## config.mk

```make
export PLATFORM = sky130hd
export DESIGN_NAME = http_request_header_parser_unit
export DESIGN_NICKNAME = d
export VERILOG_FILES = /design/src/rtl/core/hrhp_pkg.sv /design/src/rtl/core/hrhp_front.sv /design/src/rtl/core/hrhp_back.sv /design/src/rtl/core/http_request_header_parser_unit.sv
export SDC_FILE = /design/constraint.sdc
export NUM_CORES = 1
export LEC_CHECK = 0
export BUFFER_PORTS_ARGS = -buffer_cell sky130_fd_sc_hd__buf_2
export CORE_MARGIN = 10
export CORE_UTILIZATION = 30
export CTS_CLUSTER_DIAMETER = 50
export DETAILED_ROUTE_END_ITERATION = 8
export SLEW_MARGIN = 40
export SYNTH_ARGS = -nofsm -noshare
export SYNTH_HDL_FRONTEND = slang
export SYNTH_SLANG_ARGS = --single-unit
```

## constraint.sdc

```tcl
create_clock -name clk_i -period 10.9 [get_ports clk_i]
set_clock_uncertainty 0.1 [all_clocks]
set_input_delay 1.09 -clock clk_i [delete_from_list [all_inputs] [get_ports clk_i]]
set_output_delay 1.09 -clock clk_i [all_outputs]
set_load 0.02 [all_outputs]
```

## src/rtl/core/hrhp_pkg.sv

```systemverilog
// Package: shared types, constants and keyword tables for the request parser.
`default_nettype none
package hrhp_pkg;

  localparam int unsigned BufferBytes = 2048;
  localparam int unsigned CountW = $clog2(BufferBytes) + 1;

  localparam logic [1:0] VerdictOk       = 2'd0;
  localparam logic [1:0] VerdictBad      = 2'd1;
  localparam logic [1:0] VerdictOverflow = 2'd2;

  typedef enum logic [1:0] {
    PhaseReqLine = 2'd0,
    PhaseHeader  = 2'd1,
    PhaseBody    = 2'd2
  } phase_e;

  // Request line steps.
  localparam logic [3:0] StepMethod     = 4'd0;
  localparam logic [3:0] StepTargetGap  = 4'd1;
  localparam logic [3:0] StepTarget     = 4'd2;
  localparam logic [3:0] StepVersionGap = 4'd3;
  localparam logic [3:0] StepVersion    = 4'd4;

  // Header line steps.
  localparam logic [3:0] StepName     = 4'd0;
  localparam logic [3:0] StepValueGap = 4'd1;
  localparam logic [3:0] StepValue    = 4'd2;
  localparam logic [3:0] StepSkip     = 4'd3;

  localparam logic [7:0] ChCr    = 8'h0d;
  localparam logic [7:0] ChLf    = 8'h0a;
  localparam logic [7:0] ChSpace = 8'h20;
  localparam logic [7:0] ChTab   = 8'h09;
  localparam logic [7:0] ChSlash = 8'h2f;
  localparam logic [7:0] ChZero  = 8'h30;
  localparam logic [7:0] ChNine  = 8'h39;

  localparam int unsigned WGet = 0;
  localparam int unsigned WHttp = 2;
  localparam int unsigned WHdr = 4;
  localparam int unsigned WVersion = 7;
  localparam int unsigned WKeepAlive = 8;

  typedef struct packed {
    logic [7:0] data_byte;
    logic       new_connection;
  } in_word_t;

  typedef struct packed {
    logic [1:0]  verdict;
    logic        method;
    logic        keep_alive;
    logic [15:0] content_len;
    logic [10:0] url_offset;
    logic [11:0] url_length;
    logic        url_is_root;
    logic [10:0] host_offset;
    logic [11:0] host_length;
    logic [10:0] body_offset;
  } out_word_t;

  // Classified byte handed from front to back.
  typedef struct packed {
    logic [7:0]        data_byte;
    logic              new_connection;
    logic              is_ws;
    logic              is_digit;
    logic [7:0]        lower;
  } cls_word_t;

  function automatic logic [4:0] word_len(input logic [3:0] w);
    case (w)
      4'd0: word_len = 5'd3;
      4'd1: word_len = 5'd4;
      4'd2: word_len = 5'd7;
      4'd3: word_len = 5'd8;
      4'd4: word_len = 5'd11;
      4'd5: word_len = 5'd15;
      4'd6: word_len = 5'd5;
      4'd7: word_len = 5'd8;
      4'd8: word_len = 5'd10;
      default: word_len = 5'd0;
    endcase
  endfunction

  function automatic logic [7:0] word_char(input logic [3:0] w, input logic [4:0] i);
    logic [15:0][7:0] s;
    s = '0;
    case (w)
      4'd0: s[2:0] = {"t", "e", "g"};
      4'd1: s[3:0] = {"t", "s", "o", "p"};
      4'd2: s[6:0] = {"/", "/", ":", "p", "t", "t", "h"};
      4'd3: s[7:0] = {"/", "/", ":", "s", "p", "t", "t", "h"};
      4'd4: s[10:0] = {":", "n", "o", "i", "t", "c", "e", "n", "n", "o", "c"};
      4'd5: s[14:0] = {":", "h", "t", "g", "n", "e", "l", "-", "t", "n", "e", "t", "n", "o",
                       "c"};
      4'd6: s[4:0] = {":", "t", "s", "o", "h"};
      4'd7: s[7:0] = {"1", ".", "1", "/", "p", "t", "t", "h"};
      4'd8: s[9:0] = {"e", "v", "i", "l", "a", "-", "p", "e", "e", "k"};
      default: s = '0;
    endcase
    word_char = i[4] ? 8'h00 : s[i[3:0]];
  endfunction

  function automatic logic char_hit(input logic [3:0] w, input logic [4:0] i,
                                    input logic [7:0] lc);
    char_hit = (i < word_len(w)) && (lc == word_char(w, i));
  endfunction

endpackage
`default_nettype wire

```

## src/rtl/core/hrhp_front.sv

```systemverilog
// Front end: accept request bytes, classify them, push into a small queue.
`default_nettype none
module hrhp_front (
  input  wire logic                clk_i,
  input  wire logic                rst_ni,
  input  wire logic                in_valid_i,
  output logic                     in_stall_o,
  input  wire hrhp_pkg::in_word_t  in_word_i,
  output logic                     q_valid_o,
  input  wire logic                q_pop_i,
  output hrhp_pkg::cls_word_t      q_word_o
);
  hrhp_pkg::cls_word_t mem_q [4];
  logic [1:0] wr_q, wr_d, rd_q, rd_d;
  logic [2:0] cnt_q, cnt_d;
  hrhp_pkg::cls_word_t cls;
  logic push, pop;

  always_comb begin
    cls.data_byte = in_word_i.data_byte;
    cls.new_connection = in_word_i.new_connection;
    cls.is_ws = (in_word_i.data_byte == hrhp_pkg::ChSpace) ||
                (in_word_i.data_byte == hrhp_pkg::ChTab);
    cls.is_digit = (in_word_i.data_byte >= hrhp_pkg::ChZero) &&
                   (in_word_i.data_byte <= hrhp_pkg::ChNine);
    cls.lower = (in_word_i.data_byte >= 8'h41 && in_word_i.data_byte <= 8'h5a) ?
                in_word_i.data_byte + 8'd32 : in_word_i.data_byte;
  end

  assign in_stall_o = (cnt_q == 3'd4);
  assign push = in_valid_i && !in_stall_o;
  assign pop = q_pop_i && q_valid_o;
  assign q_valid_o = (cnt_q != 3'd0);
  assign q_word_o = mem_q[rd_q];

  always_comb begin
    wr_d = push ? wr_q + 2'd1 : wr_q;
    rd_d = pop ? rd_q + 2'd1 : rd_q;
    cnt_d = cnt_q + {2'd0, push} - {2'd0, pop};
  end

  always_ff @(posedge clk_i) begin
    if (push) begin
      mem_q[wr_q] <= cls;
    end
  end

  always_ff @(posedge clk_i or negedge rst_ni) begin
    if (!rst_ni) begin
      wr_q <= '0;
      rd_q <= '0;
      cnt_q <= '0;
    end else begin
      wr_q <= wr_d;
      rd_q <= rd_d;
      cnt_q <= cnt_d;
    end
  end

  a_cnt_max: assert property (@(posedge clk_i) disable iff (!rst_ni) cnt_q <= 3'd4)
    else $error("queue count out of range");
  a_no_push_full: assert property (@(posedge clk_i) disable iff (!rst_ni)
    (cnt_q == 3'd4) |-> !push) else $error("push into full queue");
  a_pop_nonempty: assert property (@(posedge clk_i) disable iff (!rst_ni)
    pop |-> (cnt_q != 3'd0)) else $error("pop from empty queue");
endmodule
`default_nettype wire

```

## src/rtl/core/hrhp_back.sv

```systemverilog
// Back end: per-byte request parsing state and verdict output register.
`default_nettype none
module hrhp_back (
  input  wire logic                 clk_i,
  input  wire logic                 rst_ni,
  input  wire logic                 q_valid_i,
  output logic                      q_pop_o,
  input  wire hrhp_pkg::cls_word_t  q_word_i,
  output logic                      out_valid_o,
  input  wire logic                 out_stall_i,
  output hrhp_pkg::out_word_t       out_word_o
);
  localparam int unsigned CW = hrhp_pkg::CountW;

  hrhp_pkg::phase_e phase_q, phase_d;
  logic [3:0]  step_q, step_d;
  logic [4:0]  mi_q, mi_d;
  logic [7:0]  kc_q, kc_d;
  logic        crp_q, crp_d, post_q, post_d, ka_q, ka_d, vm_q, vm_d;
  logic [CW-1:0] bc_q, bc_d, ls_q, ls_d, us_q, us_d, uc_q, uc_d;
  logic [CW-1:0] hs_q, hs_d, hc_q, hc_d, bs_q, bs_d;
  logic [15:0] la_q, la_d, bl_q, bl_d;
  logic        sd_q, sd_d, pf_q, pf_d, lb_q, lb_d;

  logic        ov_q;
  hrhp_pkg::out_word_t ow_q;
  logic        emit;
  logic [1:0]  ev;
  logic [CW-1:0] eboff;
  logic        take;
  logic [7:0]  c, lc;
  logic        ws;
  logic [CW-1:0] here;
  logic        clr;

  assign out_valid_o = ov_q;
  assign out_word_o = ow_q;
  assign take = q_valid_i && (!ov_q || !out_stall_i);
  assign q_pop_o = take;
  assign c = q_word_i.data_byte;
  assign lc = q_word_i.lower;
  assign ws = q_word_i.is_ws;

  always_comb begin
    logic [CW-1:0] b0_bc;
    logic [7:0] alive;
    logic [4:0] m0;
    logic [7:0] k0;
    logic [19:0] prod;
    phase_d = phase_q; step_d = step_q; mi_d = mi_q; kc_d = kc_q; crp_d = crp_q;
    post_d = post_q; ka_d = ka_q; vm_d = vm_q; bc_d = bc_q; ls_d = ls_q;
    us_d = us_q; uc_d = uc_q; hs_d = hs_q; hc_d = hc_q; bs_d = bs_q;
    la_d = la_q; bl_d = bl_q; sd_d = sd_q; pf_d = pf_q; lb_d = lb_q;
    emit = 1'b0; ev = hrhp_pkg::VerdictOk; eboff = '0; clr = 1'b0;
    here = '0; alive = '0; prod = '0;
    b0_bc = '0; m0 = '0; k0 = '0;
    if (q_word_i.new_connection) begin
      phase_d = hrhp_pkg::PhaseReqLine; step_d = hrhp_pkg::StepMethod; mi_d = '0;
      kc_d = 8'd3;
      crp_d = 0; post_d = 0; ka_d = 0; vm_d = 0; bc_d = '0; ls_d = '0; us_d = '0;
      uc_d = '0; hs_d = '0; hc_d = '0; bs_d = '0; la_d = '0; bl_d = '0;
      sd_d = 0; pf_d = 0; lb_d = 0;
    end
    b0_bc = bc_d;
    if (b0_bc >= CW'(hrhp_pkg::BufferBytes)) begin
      emit = 1; ev = hrhp_pkg::VerdictOverflow;
    end else begin
      here = b0_bc;
      bc_d = b0_bc + 1'b1;
      if (phase_d == hrhp_pkg::PhaseBody) begin
        if (bl_d != 0) bl_d = bl_d - 1'b1;
        if (bl_d == 0) begin
          emit = 1; ev = hrhp_pkg::VerdictOk; eboff = bs_d;
        end
      end else if (crp_d) begin
        crp_d = 0;
        if (c != hrhp_pkg::ChLf) begin
          emit = 1; ev = hrhp_pkg::VerdictBad;
        end else if (phase_d == hrhp_pkg::PhaseReqLine) begin
          if (lb_d || step_d != hrhp_pkg::StepVersion || !vm_d || mi_d != 5'd8) begin
            emit = 1; ev = hrhp_pkg::VerdictBad;
          end else begin
            phase_d = hrhp_pkg::PhaseHeader; step_d = hrhp_pkg::StepName; mi_d = '0;
            kc_d = 8'd7; vm_d = 0; ls_d = here + 1'b1;
          end
        end else if (here == ls_d + 1'b1) begin
          if (la_d == 0) begin
            emit = 1; ev = hrhp_pkg::VerdictOk;
          end else begin
            phase_d = hrhp_pkg::PhaseBody; bl_d = la_d; bs_d = here + 1'b1;
          end
        end else begin
          if (kc_d == 8'd1 && step_d == hrhp_pkg::StepValue && vm_d && mi_d == 5'd10)
            ka_d = 1;
          step_d = hrhp_pkg::StepName; mi_d = '0; kc_d = 8'd7; vm_d = 0;
          ls_d = here + 1'b1;
        end
      end else if (c == hrhp_pkg::ChCr) begin
        crp_d = 1;
      end else if (c == hrhp_pkg::ChLf) begin
        emit = 1; ev = hrhp_pkg::VerdictBad;
      end else if (phase_d == hrhp_pkg::PhaseReqLine) begin
        case (step_d)
          hrhp_pkg::StepMethod: begin
            if (ws) begin
              if (kc_d[0] && mi_d == 5'd3) post_d = 0;
              else if (kc_d[1] && mi_d == 5'd4) post_d = 1;
              else lb_d = 1;
              step_d = hrhp_pkg::StepTargetGap;
            end else begin
              for (int i = 0; i < 2; i++)
                alive[i] = kc_d[i] &&
                  hrhp_pkg::char_hit(4'(hrhp_pkg::WGet + i), mi_d, lc);
              kc_d = alive;
              if (mi_d != 5'd31) mi_d = mi_d + 1'b1;
            end
          end
          hrhp_pkg::StepTargetGap, hrhp_pkg::StepTarget: begin
            if (step_d == hrhp_pkg::StepTarget && ws) begin
              if (!pf_d) lb_d = 1;
              step_d = hrhp_pkg::StepVersionGap;
            end else if (!(step_d == hrhp_pkg::StepTargetGap && ws)) begin
              if (step_d == hrhp_pkg::StepTargetGap) begin
                step_d = hrhp_pkg::StepTarget; mi_d = '0; kc_d = 8'd3; sd_d = 0; pf_d = 0;
              end
              if (pf_d) uc_d = uc_d + 1'b1;
              else if ((sd_d || mi_d == 0) && c == hrhp_pkg::ChSlash) begin
                pf_d = 1; us_d = here; uc_d = CW'(1);
              end else if (!sd_d) begin
                for (int i = 0; i < 2; i++)
                  alive[i] = kc_d[i] &&
                    hrhp_pkg::char_hit(4'(hrhp_pkg::WHttp + i), mi_d, lc);
                kc_d = alive;
                if (mi_d != 5'd31) mi_d = mi_d + 1'b1;
                if ((kc_d[0] && mi_d == 5'd7) || (kc_d[1] && mi_d == 5'd8)) sd_d = 1;
              end
            end
          end
          default: begin
            if (step_d == hrhp_pkg::StepVersionGap) begin
              if (!ws) begin
                step_d = hrhp_pkg::StepVersion; mi_d = '0; vm_d = 1;
              end
            end
            if (step_d == hrhp_pkg::StepVersion) begin
              if (!hrhp_pkg::char_hit(4'(hrhp_pkg::WVersion), mi_d, lc)) vm_d = 0;
              if (mi_d != 5'd31) mi_d = mi_d + 1'b1;
            end
          end
        endcase
      end else begin
        case (step_d)
          hrhp_pkg::StepName: begin
            for (int i = 0; i < 3; i++)
              alive[i] = kc_d[i] && hrhp_pkg::char_hit(4'(hrhp_pkg::WHdr + i), mi_d, lc);
            kc_d = alive;
            if (mi_d != 5'd31) mi_d = mi_d + 1'b1;
            if (kc_d == 0) step_d = hrhp_pkg::StepSkip;
            else begin
              k0 = kc_d; m0 = mi_d;
              for (int i = 0; i < 3; i++) begin
                if (k0[i] && hrhp_pkg::word_len(4'(hrhp_pkg::WHdr + i)) == m0) begin
                  kc_d = 8'(1 << i); step_d = hrhp_pkg::StepValueGap; mi_d = '0; vm_d = 1;
                  if (i == 1) la_d = '0;
                  if (i == 2) begin hs_d = here + 1'b1; hc_d = '0; end
                end
              end
            end
          end
          hrhp_pkg::StepValueGap, hrhp_pkg::StepValue: begin
            if (step_d == hrhp_pkg::StepValueGap && ws) begin
              if (kc_d == 8'd4) hs_d = here + 1'b1;
            end else begin
              step_d = hrhp_pkg::StepValue;
              if (kc_d == 8'd1) begin
                if (!hrhp_pkg::char_hit(4'(hrhp_pkg::WKeepAlive), mi_d, lc)) vm_d = 0;
                if (mi_d != 5'd31) mi_d = mi_d + 1'b1;
              end else if (kc_d == 8'd2) begin
                if (vm_d && q_word_i.is_digit) begin
                  prod = {4'd0, la_d} * 20'd10 + {12'd0, c - hrhp_pkg::ChZero};
                  la_d = (prod > 20'd65535) ? 16'hffff : prod[15:0];
                end else vm_d = 0;
              end else hc_d = hc_d + 1'b1;
            end
          end
          default: ;
        endcase
      end
    end
    if (emit) clr = 1;
    if (clr) begin
      phase_d = hrhp_pkg::PhaseReqLine; step_d = hrhp_pkg::StepMethod; mi_d = '0;
      kc_d = 8'd3;
      crp_d = 0; bc_d = '0; ls_d = '0; sd_d = 0; pf_d = 0; lb_d = 0; bl_d = '0;
      bs_d = '0;
    end
  end

  hrhp_pkg::out_word_t ow_d;
  always_comb begin
    logic ok;
    ok = (ev == hrhp_pkg::VerdictOk);
    ow_d.verdict = ev;
    ow_d.method = ok & post_d;
    ow_d.keep_alive = ok & ka_d;
    ow_d.content_len = ok ? la_d : '0;
    ow_d.url_offset = ok ? us_d[10:0] : '0;
    ow_d.url_length = ok ? uc_d[11:0] : '0;
    ow_d.url_is_root = ok && (uc_d == CW'(1));
    ow_d.host_offset = ok ? hs_d[10:0] : '0;
    ow_d.host_length = ok ? hc_d[11:0] : '0;
    ow_d.body_offset = ok ? eboff[10:0] : '0;
  end

  always_ff @(posedge clk_i) begin
    if (take && emit) ow_q <= ow_d;
  end

  always_ff @(posedge clk_i or negedge rst_ni) begin
    if (!rst_ni) begin
      ov_q <= 0;
      phase_q <= hrhp_pkg::PhaseReqLine; step_q <= hrhp_pkg::StepMethod; mi_q <= '0;
      kc_q <= 8'd3;
      crp_q <= 0; post_q <= 0; ka_q <= 0; vm_q <= 0; bc_q <= '0; ls_q <= '0;
      us_q <= '0; uc_q <= '0; hs_q <= '0; hc_q <= '0; bs_q <= '0; la_q <= '0;
      bl_q <= '0; sd_q <= 0; pf_q <= 0; lb_q <= 0;
    end else begin
      if (take) ov_q <= emit;
      else if (!out_stall_i) ov_q <= 0;
      if (take) begin
        phase_q <= phase_d; step_q <= step_d; mi_q <= mi_d; kc_q <= kc_d;
        crp_q <= crp_d; bc_q <= bc_d; ls_q <= ls_d; sd_q <= sd_d; pf_q <= pf_d;
        lb_q <= lb_d; bl_q <= bl_d; bs_q <= bs_d;
        if (emit) begin
          post_q <= 0; ka_q <= 0; vm_q <= 0; us_q <= '0; uc_q <= '0;
          hs_q <= '0; hc_q <= '0; la_q <= '0;
        end else begin
          post_q <= post_d; ka_q <= ka_d; vm_q <= vm_d; us_q <= us_d; uc_q <= uc_d;
          hs_q <= hs_d; hc_q <= hc_d; la_q <= la_d;
        end
      end
    end
  end

  a_hold: assert property (@(posedge clk_i) disable iff (!rst_ni)
    (ov_q && out_stall_i) |-> !take) else $error("result overwritten while stalled");
  a_count: assert property (@(posedge clk_i) disable iff (!rst_ni)
    bc_q <= CW'(hrhp_pkg::BufferBytes)) else $error("byte count past buffer");
  a_body: assert property (@(posedge clk_i) disable iff (!rst_ni)
    (phase_q == hrhp_pkg::PhaseBody) |-> (bl_q != 0)) else $error("empty body phase");
endmodule
`default_nettype wire

```

## src/rtl/core/http_request_header_parser_unit.sv

```systemverilog
// Top level: HTTP/1.1 request header parser, front queue plus parsing back end.
// Takes one request byte per cycle and gives one verdict word per request
// (complete, bad request or buffer overflow). A four-entry queue separates
// byte intake from the parsing back end, so up to four more bytes are taken
// while a verdict waits in the stalled output register; once the queue is full
// the input stalls until the verdict leaves. Sustained rate is one byte per
// cycle while the output does not stall, as each byte's parse step is
// combinational. A byte is written into the queue, parsed from the queue head
// after any bytes already waiting there, and its verdict is registered in the
// output register. Both channels use valid/stall.
`default_nettype none
module http_request_header_parser_unit (
  input  wire logic                clk_i,
  input  wire logic                rst_ni,
  input  wire logic                in_valid_i,
  output logic                     in_stall_o,
  input  wire hrhp_pkg::in_word_t  in_word_i,
  output logic                     out_valid_o,
  input  wire logic                out_stall_i,
  output hrhp_pkg::out_word_t      out_word_o
);
  logic q_valid, q_pop;
  hrhp_pkg::cls_word_t q_word;

  // Classify bytes and buffer them ahead of the parser.
  hrhp_front u_front (
    .clk_i, .rst_ni, .in_valid_i, .in_stall_o, .in_word_i,
    .q_valid_o(q_valid), .q_pop_i(q_pop), .q_word_o(q_word)
  );

  // Advance the parse state one byte per cycle unless a verdict is stalled at the output, and register verdicts.
  hrhp_back u_back (
    .clk_i, .rst_ni, .q_valid_i(q_valid), .q_pop_o(q_pop), .q_word_i(q_word),
    .out_valid_o, .out_stall_i, .out_word_o
  );
endmodule
`default_nettype wire
```

# Word-level counts from Yosys, hierarchy flattened
# Memories as Yosys holds them, arrays and structs flattened.
# Index checks and enable logic that the tools add are counted.
# classes
reduce_logical	60
n_addsub	15
n_eq_ne	40
magnitude_cmp	18
n_mux	672
n_bitwise	5
multipliers	1
# op_table
op	n
$mux 64	40
$mux 88	14
$mux 12	72
$mux 72	12
$mux 120	7
$mux 5	168
$mux 104	8
$mux 96	8
$mux 80	9
$mux 56	12
$mux 40	14
$mux 8	56
$mux 16	27
$mux 48	9
$bmux 8 s4	9
$mux 32	8
$mux 24	8
$mux 1	133
$mux 4	30
$eq 8x8->1	9
$add 12x1->12 const B	4
$pmux 12 s2	2
$lt 5x5->1	9
$logic_and 1x1->1	37
other kinds (58)	106
# word_totals
mem_count	1
output_inout_bits	80
in_bits	13
register_bits	228
ramBits	76
# memory_table
name	words	width	read_ports	rd_ports_with_merged_regs	wr	line_no	rtl
u_front.mem_q	4	19	1	0	1	hrhp_front.sv:13	hrhp_pkg::cls_word_t mem_q [4];

# Depth between registers and ports, before layout
# An unclocked memory read counts as a cell.
# depth
ltp_word	49
depth_mapped	27

# Hierarchy
# From an unflattened synthesis, not the netlist that was laid out.
# unflattened
hier_cells	2247
hier_area_um2	19910.3
# modules_own_cells
mod	cells_per_inst	area_each_um2	instances
hrhp_back	2110	17269.1	1
hrhp_front	137	2641.3	1

# Worst setup path before layout
# OpenSTA, ideal clock, no wires.
# synth_path
path_kind	flip-flop to flip-flop
from	register u_front.rd_q[1]
to	register u_back.ow_q, in the netlist u_back.out_word_o[0] (enable)
path_stages_with_launch	23
setup_slack_ns	2.495
setup_time_ns	0.517
path_buffers	10
arrival_ns	7.789
path_cell_list	dfrtp_1 -> clkbuf_1 -> mux4_2 -> buf_2 -> buf_2 -> buf_2 -> buf_2 -> buf_2 -> buf_1 -> buf_2 -> buf_2 -> clkbuf_1 -> nor2b_1 -> ha_1 -> xor2_1 -> nor2_1 -> nand4_1 -> nor4b_1 -> and4b_4 -> a21oi_2 -> o21ai_2 -> nor2_2 -> nor2_1
# synth_between
elab_chain_len	13
# synth_lines
element	line_no	rtl
start, declared	hrhp_front.sv:14	logic [1:0] wr_q, wr_d, rd_q, rd_d;
start signal, assigned	hrhp_front.sv:55	rd_q <= rd_d;
$mem_v2 4x19 (*)	-	
parallel branches: the longest is 10 deep, another holds $sub 16x1->16	-	
$mux 1 (*)	hrhp_back.sv:65	if (b0_bc >= CW'(hrhp_pkg::BufferBytes)) begin
$logic_and 1x1->1 (*)	hrhp_back.sv:216	if (take && emit) ow_q <= ow_d;
end signal, assigned	hrhp_back.sv:216	
end, declared	hrhp_back.sv:26	hrhp_pkg::out_word_t ow_q;
# Every way passes the cells marked *. The select of a mux whose other input is x is not followed.
# A chain may end at the register's enable or synchronous reset.

# Worst setup path after layout
# layout_path
from	register u_front.rd_q[0]
to	register u_back.ow_q, in the netlist u_back.out_word_o[65], data pin
# layout_between
elab_chain_len	22
# layout_lines
element
$mem_v2 4x19 (*)
parallel branches: the longest is 21 deep, another holds $add 20x8->20
# Marks and branches as above.

==> results.md <==
* Crit Reg-Reg Endpoint: u_back.out_word_o[65]
* Pre-Repair DR Iteration Count at 6
* Syn Nets at 2344
* Grt total ovfl at 0
* Die area at 76790 µm²
* Synth unique cells at 95
* Comb pwr share at 47.6%
* H-tree Lvls at 2
* Leakage at 8.830 nW
* TritonCTS buffer count at 38
* Ys flop type: dfrtp_1
* Fin crit period at 6.646 ns
* Mean Syn Cell Area at 8.729 µm²
* Buf/Inv on CP at 2
* RD Place Congestion at 0.9688
* Clock Latency Late Sink at 0.60 ns
* Drt drc at 0
* Starting Density at 30.22%
* Yosys top cell area share at 20.29%
* Design area at 22410 µm²
* Pint at 2.677 mW
* Worst hold endpoint: u_back.us_q[0]
* Slowest-stage cell, CP: mux2i_4
* Sequential power share at 26.5%
* Filler cell count at 6776
* Layout cells sized above 1 at 11.82%
* Crit-path cells: buf_4 > mux2_2 > mux2i_4 > buf_12 > and3_1 > ha_1 > a211o_1 > o211ai_1 > a21oi_1 > a2111oi_0 > nor4_1 > nor4_1 > mux2i_1 > nand2_1 > o21ai_0 > a21oi_1
* IO Pins at 93
* CTS tree: built
* Post-Synthesis Cells at 2272
* Die width at 277.1 µm
* CTS Sinks at 281
* RSZ-0062 raised after global routing: false
* Rows at 94
* Number of global-route vias before repair at 18218
* Post-Syn Area at 19830 µm²
* Max stage delay on crit path at 0.66 ns
* Worst hold start: u_back.us_q[0]
* Initial antenna violation count at 3
* Setup Buffers After CTS at 0
* Area contributors post-synth: edfxtp_1 20%, dfrtp_1 18%, nand2_1 4.6%
* Post-synth EDFFs at 134
* R2R setup slack at 4.25 ns
* Worst-path fanout max at 110
* Status: complete, no violations
* Input/output buffers at 92
* Worst setup SP type: flop
* Sequential area share after synthesis at 38.85%
* Share of total power in the clock network at 25.9%
* Final Hold Vio Count at 0
* Hold_buf cts at 0
* Flops & latches, synth at 281
* Nets at 2343
* Routed vias at 18858
* YS warnings at 0
* Synth area leader: edfxtp_1
* Most common cell after layout, fill and taps aside: nand2_1
* Max-slew violations at 0
* WL per Instance at 23.12 µm
* Sw Pwr at 2.336 mW
* Clock-pin slew on the worst setup and hold paths at 0.06 ns
* CP Capture Type: flop
* Area grow syn2layout at 12.98%
* Largest net degree at the start of global routing at 112
* Reg2reg path depth at 16
* PD cells at 223.7 nW/µm²
* Final wirelength at 73.16 mm
* Die Span Y at 277.1 µm
* Setup TNS at 0 ns
* Initial DRC Count at 1846
* Core area at 65630 µm²
* Post-placement cell area at 21050 µm²
* Worst-margin pin slew at 0.8476 ns
* Most frequent cells in the layout: 244 x nand2_1, 200 x nor2_1, 158 x o21ai_0, 144 x dfrtp_1, 138 x a21oi_1
* Number of max-cap violations at 0
* Sw Share at 46.60%
* Req. time, crit path at 11.10 ns
* Max frequency at 150.5 MHz
* Max-slew headroom at 42.29%
* Crit Path Class: reg -> reg
* GRT Resource Usage Total at 18.20%
* Final HPWL DP at 52.38 mm
* Ant diodes at 0
* Worst Hold Class: reg -> reg
* Post-CTS resize count at 0
* Crit path max-delay family: compound AO/OA/AOI/OAI gates
* Hold Crit Depth at 2
* Worst IR Drop VDD at 0.0001869 V
* Final period util at 60.97%
* First-pass GRT wire length at 112.9 mm
* Clk root buf: clkbuf_16
* Routed Antenna Nets at 0
* Vias/cell at 5.958
* Worst Path Arrival at 6.85 ns
* CTS max path bufs at 3
* Final Setup Violations at 0
* Reg2Reg Launch Point: u_front.rd_q[0]
* Asr flop ratio synth at 52.31%
flip-flops by register name (all words and copies together) (netlist names), 2 cells and up:
register and cells:
u_back.bs_q 11, u_front.mem_q 56, u_back.uc_q 12, u_back.us_q 11, u_front.wr_q 2, u_back.out_word_o 78, u_back.step_q 4, u_back.phase_q 2
u_back.bl_q 16, u_back.hc_q 12, u_back.kc_q 8, u_back.la_q 16, u_front.rd_q 2, u_back.ls_q 12, u_back.mi_q 5, u_back.hs_q 11
u_front.cnt_q 3, u_back.bc_q 12
per-layer routing:
layer	up-vias	global-route usage, %	share of wire [%]
met5	-	0	0.018
met4	2	6.105	3.1
met3	153	3.478	8.0
met2	913	29.27	46
met1	9297	24.11	43
li1	8493	-	-
metrics by stage:
stage / cells / setup WS (ns) / util, % / total power, mW / hold slack [ns]
floorplan: 2272 / 2.495 / - / 2.909 / 0.3407
global placement: 3094 / 4.229 / 32.05 / 3.641 / 0.3546
detailed placement: 3094 / 4.163 / 32.08 / 3.662 / 0.3651
CTS: 3164 / 4.192 / 34.10 / 4.974 / 0.3782
global route: 3165 / 3.664 / 34.14 / 5.255 / 0.3885
finish: 3165 / 4.254 / 34.14 / 5.013 / 0.3811
cell type report:
cell class	count	area (µm²)	area share, %
Clock buffer	44	973.4	4.344
Clock inverter	26	350.3	1.563
Inverter	75	281.5	1.256
Multi-Input combinational cell	1751	11270	50.29
Sequential cell	281	7706	34.39
Tap cell	864	1081	4.824
Timing Repair Buffer	124	745.7	3.328
synthesized netlist by cell type, types with 14 or more instances:
master    count
a211oi_1     21
a21o_1       18
a21oi_1     140
a22o_1       34
a22oi_1      16
a31oi_1      33
and2_1       40
and3_1       23
buf_1        21
buf_2        25
clkbuf_1    116
dfrtp_1     145
edfxtp_1    134
ha_1         57
inv_1        74
mux2i_1      32
mux4_2       14
nand2_1     244
nand2b_1     25
nand3_1      64
nand3b_1     15
nand4_1      25
nor2_1      201
nor2b_1      31
nor3_1       70
nor3b_1      15
nor4_1       33
o211ai_1     33
o21ai_0     158
o22ai_1      25
o31ai_1      36
or3_1        20
xnor2_1      64
xor2_1       26
worst register-to-register path: stages (launching register included):
cell       delay (ns)
dfrtp_1          0.62
buf_4            0.35
mux2_2           0.44
mux2i_4          0.66
buf_12           0.47
and3_1           0.24
ha_1             0.28
a211o_1          0.31
o211ai_1         0.18
a21oi_1          0.23
a2111oi_0        0.52
nor4_1           0.17
nor4_1           0.36
mux2i_1          0.52
nand2_1          0.43
o21ai_0          0.41
a21oi_1          0.11
power groups by stage:
stage          clock (mW)  combinational (mW)  sequential [mW]
2_1_floorplan           0                1.63             1.28
3_3_place_gp            0                2.30             1.34
3_5_place_dp            0                2.32             1.35
4_1_cts              1.32                2.33             1.32
5_1_grt              1.36                2.55             1.34
6_report             1.30                2.39             1.33
cell families (layout without fill, tap and decap cells):
group                    Yosys count  in the layout  synth area share [%]
multiplexers                      52             52                 3.545
AO/OA/AOI/OAI                    681            681                 23.20
adder cells (fa/ha/maj)           59             59                 3.798
flip-flops                       281            281                 38.85
buffers and inverters            240            269                 4.795
AND/OR/NAND/NOR                  869            869                 21.83
XOR/XNOR                          90             90                 3.975
worst max path at each step:
stage | from | endpoint | slack [ns] | cells after the start
5_1_grt | u_front.rd_q[0] | u_back.out_word_o[65] | 3.66 | 16
4_1_cts | u_front.rd_q[0] | u_back.out_word_o[76] | 4.19 | 15
6_report | u_front.rd_q[0] | u_back.out_word_o[65] | 4.25 | 16
3_3_place_gp | u_front.rd_q[1] | u_back.kc_q[1] | 4.23 | 14
2_1_floorplan | u_front.rd_q[1] | u_back.out_word_o[0] | 2.49 | 22
3_5_place_dp | u_front.rd_q[0] | u_back.out_word_o[53] | 4.16 | 15
Power figures use the tool's default switching activity.
